`src/sv/gmbfs_pkg.sv`:
```
package gmbfs_pkg;

  // Default grid size.
  localparam int unsigned GRID_ROWS_DEF = 16;
  localparam int unsigned GRID_COLS_DEF = 16;

  // Width of the row and column fields on the request channel.
  localparam int unsigned FIELD_W = 4;

  // Request function codes.
  localparam logic FUNC_LOAD  = 1'b0;
  localparam logic FUNC_SOLVE = 1'b1;

  // Neighbour order while a cell is expanded.
  localparam logic [1:0] DIR_NORTH = 2'd0;
  localparam logic [1:0] DIR_WEST  = 2'd1;
  localparam logic [1:0] DIR_SOUTH = 2'd2;
  localparam logic [1:0] DIR_EAST  = 2'd3;

  // Number of neighbour-read steps in one expansion; the step after them is the last check.
  localparam logic [2:0] NB_STEPS = 3'd4;

  typedef enum logic [2:0] {
    ST_INIT,
    ST_IDLE,
    ST_CLEAR,
    ST_SEED,
    ST_FETCH,
    ST_EXPAND,
    ST_DONE
  } state_e;

endpackage

```
`src/sv/gmbfs_if.sv`:
```
interface gmbfs_in_if;
  import gmbfs_pkg::*;

  logic               valid;
  logic               ready;
  logic               func;
  logic [FIELD_W-1:0] cell_row;
  logic [FIELD_W-1:0] cell_col;
  logic               blocked;
  logic [FIELD_W-1:0] start_row;
  logic [FIELD_W-1:0] start_col;
  logic [FIELD_W-1:0] end_row;
  logic [FIELD_W-1:0] end_col;

  modport source (
    output valid, func, cell_row, cell_col, blocked,
           start_row, start_col, end_row, end_col,
    input  ready
  );

  modport sink (
    input  valid, func, cell_row, cell_col, blocked,
           start_row, start_col, end_row, end_col,
    output ready
  );
endinterface

interface gmbfs_out_if;
  logic valid;
  logic ready;
  logic path_found;

  modport source (
    output valid, path_found,
    input  ready
  );

  modport sink (
    input  valid, path_found,
    output ready
  );
endinterface

```
`src/sv/grid_maze_bfs_reachability_unit.sv`:
```
// Load request: written straight into the wall map when the cell lies inside the grid.
// Solve request: a visited-map clearing pass, a seed step, then per dequeued cell
// one FIFO read, four neighbour reads and a last check on the single-read-port
// maps, and a step to post the result; a start outside the grid goes straight to posting no path.
// After reset a pass marks every cell blocked; no request is taken meanwhile.
module grid_maze_bfs_reachability_unit #(
  parameter int unsigned GRID_ROWS = gmbfs_pkg::GRID_ROWS_DEF,
  parameter int unsigned GRID_COLS = gmbfs_pkg::GRID_COLS_DEF
) (
  input  logic              clk_i,
  input  logic              rst_ni,
  gmbfs_in_if.sink          in_i,
  gmbfs_out_if.source       out_o
);
  import gmbfs_pkg::*;

  localparam int unsigned RW = $clog2(GRID_ROWS);
  localparam int unsigned CW = $clog2(GRID_COLS);
  localparam int unsigned AW = RW + CW;
  localparam int unsigned DEPTH = 1 << AW;
  localparam logic [RW:0] ROWS_L = (RW + 1)'(GRID_ROWS);
  localparam logic [CW:0] COLS_L = (CW + 1)'(GRID_COLS);
  localparam logic [7:0]  ROWS_8 = 8'(GRID_ROWS);
  localparam logic [7:0]  COLS_8 = 8'(GRID_COLS);

  // Maps addressed by {row, column}; the queue holds such addresses.
  logic          wall_mem  [DEPTH];
  logic          visit_mem [DEPTH];
  logic [AW-1:0] fifo_mem  [DEPTH];

  state_e        state_q, state_d;
  logic [AW-1:0] sweep_q, sweep_d;
  logic [AW:0]   head_q, head_d;
  logic [AW:0]   tail_q, tail_d;
  logic [AW-1:0] cur_q, cur_d;
  logic [AW-1:0] start_q, start_d;
  logic [AW-1:0] end_q, end_d;
  logic          end_in_q, end_in_d;
  logic [2:0]    nb_q, nb_d;
  logic          pend_v_q, pend_v_d;
  logic [AW-1:0] pend_addr_q, pend_addr_d;
  logic          found_q, found_d;
  logic          out_valid_q, out_valid_d;
  logic          path_q, path_d;

  logic          wall_rd_q, visit_rd_q;
  logic [AW-1:0] fifo_rd_q;

  logic          wall_we, wall_wdata;
  logic [AW-1:0] wall_waddr;
  logic          visit_we, visit_wdata;
  logic [AW-1:0] visit_waddr;
  logic          fifo_we;
  logic [AW-1:0] fifo_waddr, fifo_wdata;

  logic [AW-1:0] cur_src, nb_addr;
  logic [RW-1:0] cur_row;
  logic [CW-1:0] cur_col;
  logic          nb_ok;

  logic [7:0]    cell_row_w, cell_col_w, start_row_w, start_col_w, end_row_w, end_col_w;
  logic          cell_in, start_in, end_in;
  logic [AW-1:0] cell_addr, start_addr, end_addr;
  logic          in_fire;

  assign in_i.ready       = (state_q == ST_IDLE);
  assign in_fire          = in_i.valid && in_i.ready;
  assign out_o.valid      = out_valid_q;
  assign out_o.path_found = path_q;

  // Request coordinates widened for the grid bound check, then cut to map width.
  assign cell_row_w  = {4'b0, in_i.cell_row};
  assign cell_col_w  = {4'b0, in_i.cell_col};
  assign start_row_w = {4'b0, in_i.start_row};
  assign start_col_w = {4'b0, in_i.start_col};
  assign end_row_w   = {4'b0, in_i.end_row};
  assign end_col_w   = {4'b0, in_i.end_col};
  assign cell_in     = (cell_row_w < ROWS_8) && (cell_col_w < COLS_8);
  assign start_in    = (start_row_w < ROWS_8) && (start_col_w < COLS_8);
  assign end_in      = (end_row_w < ROWS_8) && (end_col_w < COLS_8);
  assign cell_addr   = {cell_row_w[RW-1:0], cell_col_w[CW-1:0]};
  assign start_addr  = {start_row_w[RW-1:0], start_col_w[CW-1:0]};
  assign end_addr    = {end_row_w[RW-1:0], end_col_w[CW-1:0]};

  // The cell under expansion comes from the FIFO on the first step.
  assign cur_src = (nb_q == 3'd0) ? fifo_rd_q : cur_q;
  assign cur_row = cur_src[AW-1:CW];
  assign cur_col = cur_src[CW-1:0];

  // Neighbour address and grid edge check for the current direction.
  always_comb begin
    nb_addr = cur_src;
    nb_ok   = 1'b0;
    case (nb_q[1:0])
      DIR_NORTH: begin
        nb_addr = {cur_row - RW'(1), cur_col};
        nb_ok   = (cur_row != '0);
      end
      DIR_WEST: begin
        nb_addr = {cur_row, cur_col - CW'(1)};
        nb_ok   = (cur_col != '0);
      end
      DIR_SOUTH: begin
        nb_addr = {cur_row + RW'(1), cur_col};
        nb_ok   = (({1'b0, cur_row} + (RW + 1)'(1)) < ROWS_L);
      end
      default: begin
        nb_addr = {cur_row, cur_col + CW'(1)};
        nb_ok   = (({1'b0, cur_col} + (CW + 1)'(1)) < COLS_L);
      end
    endcase
  end

  // Control state.
  always_ff @(posedge clk_i or negedge rst_ni) begin
    if (!rst_ni) begin
      state_q     <= ST_INIT;
      sweep_q     <= '0;
      head_q      <= '0;
      tail_q      <= '0;
      nb_q        <= '0;
      pend_v_q    <= 1'b0;
      out_valid_q <= 1'b0;
    end else begin
      state_q     <= state_d;
      sweep_q     <= sweep_d;
      head_q      <= head_d;
      tail_q      <= tail_d;
      nb_q        <= nb_d;
      pend_v_q    <= pend_v_d;
      out_valid_q <= out_valid_d;
    end
  end

  // Payload registers.
  always_ff @(posedge clk_i) begin
    cur_q       <= cur_d;
    start_q     <= start_d;
    end_q       <= end_d;
    end_in_q    <= end_in_d;
    pend_addr_q <= pend_addr_d;
    found_q     <= found_d;
    path_q      <= path_d;
  end

  // Sequencer: next state and memory controls.
  always_comb begin
    state_d     = state_q;
    sweep_d     = sweep_q;
    head_d      = head_q;
    tail_d      = tail_q;
    cur_d       = cur_q;
    start_d     = start_q;
    end_d       = end_q;
    end_in_d    = end_in_q;
    nb_d        = nb_q;
    pend_v_d    = 1'b0;
    pend_addr_d = pend_addr_q;
    found_d     = found_q;
    out_valid_d = out_valid_q;
    path_d      = path_q;
    wall_we     = 1'b0;
    wall_waddr  = cell_addr;
    wall_wdata  = in_i.blocked;
    visit_we    = 1'b0;
    visit_waddr = pend_addr_q;
    visit_wdata = 1'b1;
    fifo_we     = 1'b0;
    fifo_waddr  = tail_q[AW-1:0];
    fifo_wdata  = pend_addr_q;

    if (out_valid_q && out_o.ready) begin
      out_valid_d = 1'b0;
    end

    unique case (state_q)
      ST_INIT: begin
        wall_we    = 1'b1;
        wall_waddr = sweep_q;
        wall_wdata = 1'b1;
        sweep_d    = sweep_q + AW'(1);
        if (sweep_q == '1) begin
          state_d = ST_IDLE;
        end
      end
      ST_IDLE: begin
        if (in_fire) begin
          if (in_i.func == FUNC_LOAD) begin
            wall_we = cell_in;
          end else begin
            start_d  = start_addr;
            end_d    = end_addr;
            end_in_d = end_in;
            sweep_d  = '0;
            if (start_in) begin
              state_d = ST_CLEAR;
            end else begin
              found_d = 1'b0;
              state_d = ST_DONE;
            end
          end
        end
      end
      ST_CLEAR: begin
        visit_we    = 1'b1;
        visit_waddr = sweep_q;
        visit_wdata = 1'b0;
        sweep_d     = sweep_q + AW'(1);
        if (sweep_q == '1) begin
          state_d = ST_SEED;
        end
      end
      ST_SEED: begin
        // The start cell is queued whether it is open or not.
        visit_we    = 1'b1;
        visit_waddr = start_q;
        fifo_we     = 1'b1;
        fifo_waddr  = '0;
        fifo_wdata  = start_q;
        head_d      = '0;
        tail_d      = (AW + 1)'(1);
        state_d     = ST_FETCH;
      end
      ST_FETCH: begin
        head_d  = head_q + (AW + 1)'(1);
        nb_d    = '0;
        state_d = ST_EXPAND;
      end
      ST_EXPAND: begin
        cur_d = cur_src;
        if (nb_q == 3'd0 && end_in_q && cur_src == end_q) begin
          found_d = 1'b1;
          state_d = ST_DONE;
        end else begin
          // Check the neighbour read on the previous cycle and queue it if free.
          if (pend_v_q && !wall_rd_q && !visit_rd_q) begin
            visit_we = 1'b1;
            fifo_we  = 1'b1;
            tail_d   = tail_q + (AW + 1)'(1);
          end
          if (nb_q != NB_STEPS) begin
            pend_v_d    = nb_ok;
            pend_addr_d = nb_addr;
            nb_d        = nb_q + 3'd1;
          end else begin
            nb_d = '0;
            if (head_q == tail_d) begin
              found_d = 1'b0;
              state_d = ST_DONE;
            end else begin
              state_d = ST_FETCH;
            end
          end
        end
      end
      ST_DONE: begin
        if (!out_valid_q || out_o.ready) begin
          out_valid_d = 1'b1;
          path_d      = found_q;
          state_d     = ST_IDLE;
        end
      end
      default: begin
        state_d = ST_INIT;
      end
    endcase
  end

  // Wall map: one write port, one registered read port.
  always_ff @(posedge clk_i) begin
    if (wall_we) begin
      wall_mem[wall_waddr] <= wall_wdata;
    end
    wall_rd_q <= wall_mem[nb_addr];
  end

  // Visited map: one write port, one registered read port.
  always_ff @(posedge clk_i) begin
    if (visit_we) begin
      visit_mem[visit_waddr] <= visit_wdata;
    end
    visit_rd_q <= visit_mem[nb_addr];
  end

  // Search FIFO: written at the tail, read at the head.
  always_ff @(posedge clk_i) begin
    if (fifo_we) begin
      fifo_mem[fifo_waddr] <= fifo_wdata;
    end
    fifo_rd_q <= fifo_mem[head_q[AW-1:0]];
  end

endmodule

```
`src/flat_wrapper.sv`:
```
// flat-port wrapper written by rule: the top's interface ports become plain ports
module grid_maze_bfs_reachability_unit_flat import gmbfs_pkg::*;
#(
  parameter int unsigned GRID_ROWS = gmbfs_pkg::GRID_ROWS_DEF,
  parameter int unsigned GRID_COLS = gmbfs_pkg::GRID_COLS_DEF
)
  (clk_i, rst_ni, in_i_valid, in_i_func, in_i_cell_row, in_i_cell_col, in_i_blocked, in_i_start_row, in_i_start_col, in_i_end_row, in_i_end_col, in_i_ready, out_o_valid, out_o_path_found, out_o_ready);
  gmbfs_in_if in_i_i ();
  gmbfs_out_if out_o_i ();
  input  logic clk_i;
  input  logic rst_ni;
  input wire logic [$bits(in_i_i.valid)-1:0] in_i_valid;
  input wire logic [$bits(in_i_i.func)-1:0] in_i_func;
  input wire logic [$bits(in_i_i.cell_row)-1:0] in_i_cell_row;
  input wire logic [$bits(in_i_i.cell_col)-1:0] in_i_cell_col;
  input wire logic [$bits(in_i_i.blocked)-1:0] in_i_blocked;
  input wire logic [$bits(in_i_i.start_row)-1:0] in_i_start_row;
  input wire logic [$bits(in_i_i.start_col)-1:0] in_i_start_col;
  input wire logic [$bits(in_i_i.end_row)-1:0] in_i_end_row;
  input wire logic [$bits(in_i_i.end_col)-1:0] in_i_end_col;
  output wire logic [$bits(in_i_i.ready)-1:0] in_i_ready;
  output wire logic [$bits(out_o_i.valid)-1:0] out_o_valid;
  output wire logic [$bits(out_o_i.path_found)-1:0] out_o_path_found;
  input wire logic [$bits(out_o_i.ready)-1:0] out_o_ready;
  assign in_i_i.valid = in_i_valid;
  assign in_i_i.func = in_i_func;
  assign in_i_i.cell_row = in_i_cell_row;
  assign in_i_i.cell_col = in_i_cell_col;
  assign in_i_i.blocked = in_i_blocked;
  assign in_i_i.start_row = in_i_start_row;
  assign in_i_i.start_col = in_i_start_col;
  assign in_i_i.end_row = in_i_end_row;
  assign in_i_i.end_col = in_i_end_col;
  assign in_i_ready = in_i_i.ready;
  assign out_o_valid = out_o_i.valid;
  assign out_o_path_found = out_o_i.path_found;
  assign out_o_i.ready = out_o_ready;
  grid_maze_bfs_reachability_unit #(.GRID_ROWS(GRID_ROWS), .GRID_COLS(GRID_COLS)) u_core (.clk_i(clk_i), .rst_ni(rst_ni), .in_i(in_i_i), .out_o(out_o_i));
endmodule
```
`config.mk`:
```
export PLATFORM = sky130hd
export DESIGN_NAME = grid_maze_bfs_reachability_unit_flat
export DESIGN_NICKNAME = d
export VERILOG_FILES = /design/src/sv/gmbfs_pkg.sv /design/src/sv/gmbfs_if.sv /design/src/sv/grid_maze_bfs_reachability_unit.sv /design/src/flat_wrapper.sv
export SDC_FILE = /design/constraint.sdc
export NUM_CORES = 2
export LEC_CHECK = 0
export BUFFER_PORTS_ARGS = -buffer_cell sky130_fd_sc_hd__buf_2
export CORE_UTILIZATION = 55
export CTS_CLUSTER_SIZE = 30
export DETAILED_ROUTE_END_ITERATION = 12
export PLACE_DENSITY = 0.67
export SYNTH_ARGS = -nofsm -noshare
export SYNTH_HDL_FRONTEND = slang
export SYNTH_SLANG_ARGS = --single-unit
```
`constraint.sdc`:
```
create_clock -name clk_i -period 6.6 [get_ports clk_i]
set_input_delay 0 -clock clk_i [delete_from_list [all_inputs] [get_ports clk_i]]
set_output_delay 0 -clock clk_i [all_outputs]
set_load 0.05 [all_outputs]
```
After elaboration in Yosys (flattened, before gate mapping)
Memories as Yosys holds them, arrays and structs flattened. A register that Yosys moved wholly into a read port is not among the register bits.
Index checks and enable logic that the tools add are counted.
{"block": "op_classes", "bitwise_logic": 1, "eq_ne": 21, "mux": 57, "addsub": 10, "reduce_logical": 33, "n_lt_le_gt_ge": 8}
{"operator": "8-bit two-way mux", "n": 6}
{"operator": "9-bit two-way mux", "n": 4}
{"operator": "9-bit one-hot mux with 2 select lines", "n": 2}
{"operator": "8-bit one-hot mux with 2 select lines", "n": 2}
{"operator": "4-bit by 5-bit < comparator with 1-bit output (second input constant)", "n": 6}
{"operator": "3-bit two-way mux", "n": 10}
{"operator": "1-bit two-way mux", "n": 24}
{"operator": "8-bit one-hot mux with 3 select lines", "n": 1}
{"operator": "3-bit one-hot mux with 7 select lines", "n": 1}
{"operator": "9-bit by 1-bit adder with 9-bit output (second input constant)", "n": 2}
{"operator": "6-bit AND reduction", "n": 2}
{"operator": "4-bit by 1-bit adder with 5-bit output (second input constant)", "n": 2}
{"operator": "5-bit < comparator (second input constant)", "n": 2}
{"operator": "2-bit nonzero test", "n": 5}
{"operator": "3-bit equality test (second input constant)", "n": 3}
{"operator": "9-bit equality test", "n": 1}
{"operator": "1-bit logical AND", "n": 9}
{"operator": "3-bit AND reduction", "n": 3}
{"operator": "4-bit by 1-bit adder with 4-bit output (second input constant)", "n": 2}
{"operator": "8-bit by 1-bit adder with 8-bit output (second input constant)", "n": 1}
{"operator": "8-bit equality test", "n": 1}
{"operator": "8-bit equality test (second input constant)", "n": 1}
{"operator": "2-bit inequality test (second input constant)", "n": 4}
{"operator": "1-bit one-hot mux with 2 select lines", "n": 4}
{"operator": "other kinds (21)", "n": 32}
{"block": "word_totals", "out_inout_bits": 3, "ff_bits": 69, "memories": 3, "inputBits": 30, "ram_bits": 2560, "word_cells": 147}
{"name": "u_core.fifo_mem", "depth": 256, "word_bits": 8, "read_ports": 1, "rd_clocked_by_memory_dff": 1, "wr": 1, "line": "grid_maze_bfs_reachability_unit.sv:29", "source": "logic [AW-1:0] fifo_mem [DEPTH];"}
{"name": "u_core.visit_mem", "depth": 256, "word_bits": 1, "read_ports": 1, "rd_clocked_by_memory_dff": 1, "wr": 1, "line": "grid_maze_bfs_reachability_unit.sv:28", "source": "logic visit_mem [DEPTH];"}
{"name": "u_core.wall_mem", "depth": 256, "word_bits": 1, "read_ports": 1, "rd_clocked_by_memory_dff": 1, "wr": 1, "line": "grid_maze_bfs_reachability_unit.sv:27", "source": "logic wall_mem [DEPTH];"}

Depth between registers and ports, before layout
{"block": "logic_depth", "word_depth": 11, "depth_mapped": 18, "ltp_nobuf": 15}

Least setup slack after synthesis
OpenSTA, ideal clock, no wires.
{"block": "synth_timing", "path_type": "register to register", "startpoint": "reg u_core.state_q[2]", "endpoint": "mem u_core.wall_mem[0] (data pin)", "required_time_ns": 5.696, "arrival_ns": 4.575, "setup_time_ns": 0.904, "setup_slack_ns": 1.121, "stages_incl_launch_ff": 6, "cell_sequence": "dfrtp_1 > clkbuf_1 > nor2_1 > nand2_1 > clkbuf_1 > nand2b_1"}
{"block": "synth_via", "elab_chain_len": 2}
{"item": "from (decl)", "line": "grid_maze_bfs_reachability_unit.sv:31", "source": "state_e state_q, state_d;"}
{"item": "from (signal assigned)", "line": "grid_maze_bfs_reachability_unit.sv:125", "source": "state_q <= state_d;"}
{"item": "3-bit logical NOT", "line": "grid_maze_bfs_reachability_unit.sv:176", "source": "unique case (state_q)"}
{"item": "1-bit two-way mux", "line": "grid_maze_bfs_reachability_unit.sv:176"}
{"item": "via u_core.wall_wdata", "line": "grid_maze_bfs_reachability_unit.sv:49", "source": "logic wall_we, wall_wdata;"}
{"item": "to (decl)", "line": "grid_maze_bfs_reachability_unit.sv:27"}
The timed path passes the listed nets, and every way through them passes these cells.

Worst setup path in the final report
{"block": "layout_timing", "startpoint": "reg u_core.nb_q[0]", "endpoint": "reg u_core.wall_rd_q (read register of u_core.wall_mem)"}
{"block": "layout_via", "elab_chain_len": 4, "elab_cells_between_ends": 10}
{"item": "from (decl)", "line": "grid_maze_bfs_reachability_unit.sv:39", "source": "logic [2:0] nb_q, nb_d;"}
{"item": "from (signal assigned)", "line": "grid_maze_bfs_reachability_unit.sv:129", "source": "nb_q <= nb_d;"}
{"item": "3-bit logical NOT *", "line": "grid_maze_bfs_reachability_unit.sv:86", "source": "assign cur_src = (nb_q == 3'd0) ? fifo_rd_q : cur_q;"}
{"item": "8-bit two-way mux *", "line": "grid_maze_bfs_reachability_unit.sv:86"}
{"item": "via u_core.cur_src[1]", "line": "grid_maze_bfs_reachability_unit.sv:56", "source": "logic [AW-1:0] cur_src, nb_addr;"}
{"item": "4-bit by 1-bit adder with 4-bit output / 4-bit by 1-bit subtractor with 4-bit output (equally long branches)", "line": "grid_maze_bfs_reachability_unit.sv:108, grid_maze_bfs_reachability_unit.sv:100"}
{"item": "8-bit one-hot mux with 3 select lines *", "line": "grid_maze_bfs_reachability_unit.sv:94", "source": "case (nb_q[1:0])"}
{"item": "via u_core.nb_addr[3]", "line": "grid_maze_bfs_reachability_unit.sv:56"}
{"item": "to (decl)", "line": "grid_maze_bfs_reachability_unit.sv:46", "source": "logic wall_rd_q, visit_rd_q;"}
Mark *: on every way through the listed nets, which the timed path passes. The rest lies on a longest branch.
A chain may end at the register's enable or synchronous reset.

==> results.tsv <==
stage	metric	value	unit
sta	Final Hold Vio Count	0	
worst_hold_path	hold crit path type	input pin to flip-flop	
layout	area of the multi-input gates	25240	um2
yosys	Cell variety after synth	66	
layout	register area	78960	um2
clocking	postcts setup bufs	0	
layout	layout cells sized above 1	20.81	%
sta	worst clock skew	0.06187	ns
place	IO Port Bufs	32	
sta	RSZ-0062 raised after global routing	no	
critical_path	critical path class	flip-flop to flip-flop	
yosys	Primary FF master, synth	edfxtp_1	
detailed_routing	wire per inst	30.75	um
grt	first-pass GRT wire length	375600	um
place	# placed instances	7861	
detailed_routing	DRT iter0 DRCs	7008	
yosys	EDFF count, synth	2594	
yosys	asr flop ratio synth	1.289	%
floorplan	core area	190400	um2
detailed_routing	drc violations	0	
yosys	leading area contributor after synthesis	edfxtp_1	
place	RD Place Congestion	0.8508	
clocking	TritonCTS Sinks	2638	
detailed_routing	Routed Antenna Nets	0	
critical_path	Worst Path Required	7.40	ns
critical_path	R2R setup slack	1.26	ns
critical_path	crit-path cells	inv_1 -> ha_1 -> nand2b_1 -> a21oi_1 -> inv_1 -> ha_1 -> and4b_1 -> a311oi_1 -> mux2i_1 -> xnor2_1 -> nand2b_1 -> buf_4 -> o22ai_1 -> a311oi_1 -> o21ai_0 -> and4_1	
job	max_cap viols	0	
detailed_routing	vias after detailed routing	54220	
critical_path	CP startpoint	u_core.nb_q[0]	
pwr	pwr dens	442.6	nW/um2
yosys	Synth Register Bits	2638	
floorplan	IO Count	33	
yosys	register area share after synthesis	74.80	%
yosys	Post-Synthesis Cells	5589	
sta	Worst Tran Pin Value	1.193	ns
layout	synthesis-to-layout area growth	11.67	%
sta	TNS Setup	0	ns
critical_path	crit start category	flip-flop	
grt	number of global-route vias before repair	53380	
worst_hold_path	hold_sp	in_i_cell_row[3]	
grt	initial antenna violation count	10	
place	Placed Area	108600	um2
sta	normalized max-slew margin	20.25	%
critical_path	Max Fanout on Critical Path	19	
detailed_routing	via density per instance	6.456	
sta	crit share post-route	80.91	%
sta	Tmin final	5.340	ns
layout	final instance area	117900	um2
yosys	Synth area leaders	edfxtp_1, mux4_2, nor2_1	
floorplan	DIE HEIGHT	440.1	um
critical_path	Reg-to-Reg End	u_core.wall_rd_q	
sta	Slew Limit Fails	0	
clocking	clk_lat worst skew	0.92	ns
place	HPWL after DPL	147000	um
critical_path	CP Data Arrival Time	6.14	ns
floorplan	DIE AREA	193600	um2
critical_path	Slowest-stage cell, CP	nand2b_1	
sta	FMAX	0.1873	GHz
floorplan	die width	440.1	um
grt	total global routing overflow	0	
floorplan	row count	160	
yosys	top-area cell type share of the netlist area	73.81	%
pwr	total power draw	52.16	mW
clocking	CTS tree	yes	
grt	largest net degree at the start of global routing	257	
floorplan	Initial Utilization	55.44	%
clocking	CTS Root Cell	clkbuf_16	
layout	Final #Nets	5722	
clocking	Max Root-Sink Buffers	4	
clocking	Worst-path clk slew	0.06	ns
pwr	worst vdd ir	544.0	uV
worst_hold_path	Hold Path Depth	4	
detailed_routing	Total Routed Length	258300	um
yosys	Synth Warn #	0	
critical_path	CP Capture Type	flip-flop	
yosys	Post-Syn Nets	5631	
yosys	Synth Cell Area	105500	um2
critical_path	R2R depth	16	
layout	post-route insts no fill	8399	
outcome	status	finished clean	
layout	fillers	13050	
sta	# setup viols final	0	
critical_path	Worst R2R Start	u_core.nb_q[0]	
yosys	Mean Syn Cell Area	18.88	um2
pwr	leakage	36.17	nW
worst_hold_path	Hold Path Sink	u_core.wall_mem[17]	
clocking	total CTS buffers	284	
clocking	H-tree Lvls	5	
critical_path	CP peak stage delay	0.64	ns
detailed_routing	First-pass DRT Iterations	6	
grt	total track usage	26.97	%
-- how the worst max path moves through the flow --
stage                                     to  slack, ns  cells past startpoint
after detailed placement    u_core.wall_rd_q       1.39                     16
after global placement      u_core.wall_rd_q       1.36                     16
after CTS                   u_core.wall_rd_q       1.36                     16
after global routing        u_core.wall_rd_q       0.88                     15
after floorplan           u_core.wall_mem[0]       1.12                      5
final                       u_core.wall_rd_q       1.26                     16
-- logic make-up after synthesis --
group / Yosys count / share of synthesized area, %
DFF: 2638 / 74.80
adders and majority gates: 12 / 0.1565
buffers and inverters: 379 / 1.466
AOI/OAI and AO/OA: 262 / 1.859
xor gates and xnor gates: 29 / 0.2407
muxes: 838 / 16.06
and+or+nand+nor: 1431 / 5.419
-- cell usage in the layout, fill, tap and decap left out, types with 7 or more instances in the layout --
cell type / netlist / layout
dlygate4sd3_1: 0 / 43
buf_4: 1 / 55
nand3b_1: 17 / 17
nand3_1: 33 / 29
nor3_1: 17 / 16
nand2_4: 0 / 9
clkinv_1: 1 / 63
nand2_2: 0 / 11
a21oi_1: 17 / 15
clkinvlp_4: 0 / 12
xor2_1: 7 / 7
bufinv_16: 0 / 21
dfxtp_1: 10 / 10
o31ai_1: 7 / 7
o21a_1: 7 / 7
nand4b_1: 10 / 10
edfxtp_1: 2594 / 2594
o22ai_1: 25 / 25
buf_2: 91 / 32
dfrtp_1: 34 / 28
nand2_1: 463 / 443
o21ai_0: 48 / 47
clkbuf_16: 0 / 295
a32oi_1: 118 / 118
nand4_1: 12 / 12
diode_2: 0 / 11
inv_1: 23 / 22
mux2i_1: 153 / 153
buf_12: 0 / 30
xnor2_1: 22 / 22
clkbuf_1: 215 / 47
clkinv_2: 0 / 39
nor2_1: 832 / 832
ha_1: 10 / 10
mux4_2: 684 / 684
-- worst max-delay path, delay by kind of cell, from the launching register on --
family / cells / cell delay [ns]
XOR/XNOR: 1 / 0.57
AO/OA/AOI/OAI: 5 / 1.39
multiplexers: 1 / 0.14
AND/OR/NAND/NOR: 4 / 1.32
adder cells (fa/ha/maj): 2 / 0.82
flip-flops: 1 / 0.42
buffers and inverters: 3 / 0.58
-- layout make-up --
class	instances	share of cell area, %
Antenna cell	11	0.02336
Timing Repair Buffer	160	1.361
Inverter	24	0.07856
Clock inverter	140	1.034
Multi-Input combinational cell	2572	21.41
Tap cell	2511	2.666
Clock buffer	343	6.425
Sequential cell	2638	67.00
-- metrics by stage --
| stage | util [%] | hold slack [ns] | setup slack [ns] |
|---|---|---|---|
| 2_1_floorplan | - | -0.2956 | 1.121 |
| 4_1_cts | 61.89 | 0.01022 | 1.357 |
| 6_report | 61.91 | 0.07125 | 1.260 |
| 3_3_place_gp | 57.04 | 0.1438 | 1.356 |
| 5_1_grt | 61.90 | 0.1313 | 0.8823 |
| 3_5_place_dp | 57.04 | 0.1376 | 1.386 |
-- layer usage --
layer / part of all wire, % / vias up / global-route usage, % / wire (um)
met2: 49 / 2773 / 42.16 / 125300
met4: 3.0 / 0 / 8.737 / 7859
met5: 0 / - / 0 / 0
li1: - / 22510 / - / -
met1: 40 / 28500 / 38.97 / 103100
met3: 8.5 / 430 / 4.939 / 22020
-- flip-flops by register name, summed over array words and instances, names as in the netlist, 3 cells and up --
| name | flops |
|---|---|
| u_core.fifo_mem | 2048 |
| u_core.visit_mem | 256 |
| u_core.wall_mem | 256 |
| u_core.head_q | 9 |
| u_core.tail_q | 9 |
| u_core.cur_q | 8 |
| u_core.end_q | 8 |
| u_core.fifo_rd_q | 8 |
| u_core.pend_addr_q | 8 |
| u_core.start_q | 8 |
| u_core.sweep_q | 8 |
| u_core.nb_q | 3 |
| u_core.state_q | 3 |
-- report_power, final --
part           switching, mW  internal [mW]
logic                   10.4           5.78
registers              0.324           20.4
clock network           6.29           8.95
-- repair_timing --
action	in CTS	in global routing
gates resized for setup	0	0
hold buffers	44	0
endpoints found under the hold margin	333	0
-- cells in the mapped netlist, types with 17 or more instances --
cell type	number
a21oi_1	17
a32oi_1	118
buf_1	47
buf_2	91
clkbuf_1	215
dfrtp_1	34
edfxtp_1	2594
inv_1	23
mux2i_1	153
mux4_2	684
nand2_1	463
nand3_1	33
nand3b_1	17
nor2_1	832
nor3_1	17
o21ai_0	48
o22ai_1	25
xnor2_1	22
Note: power is estimated with default switching activity, not from simulation.
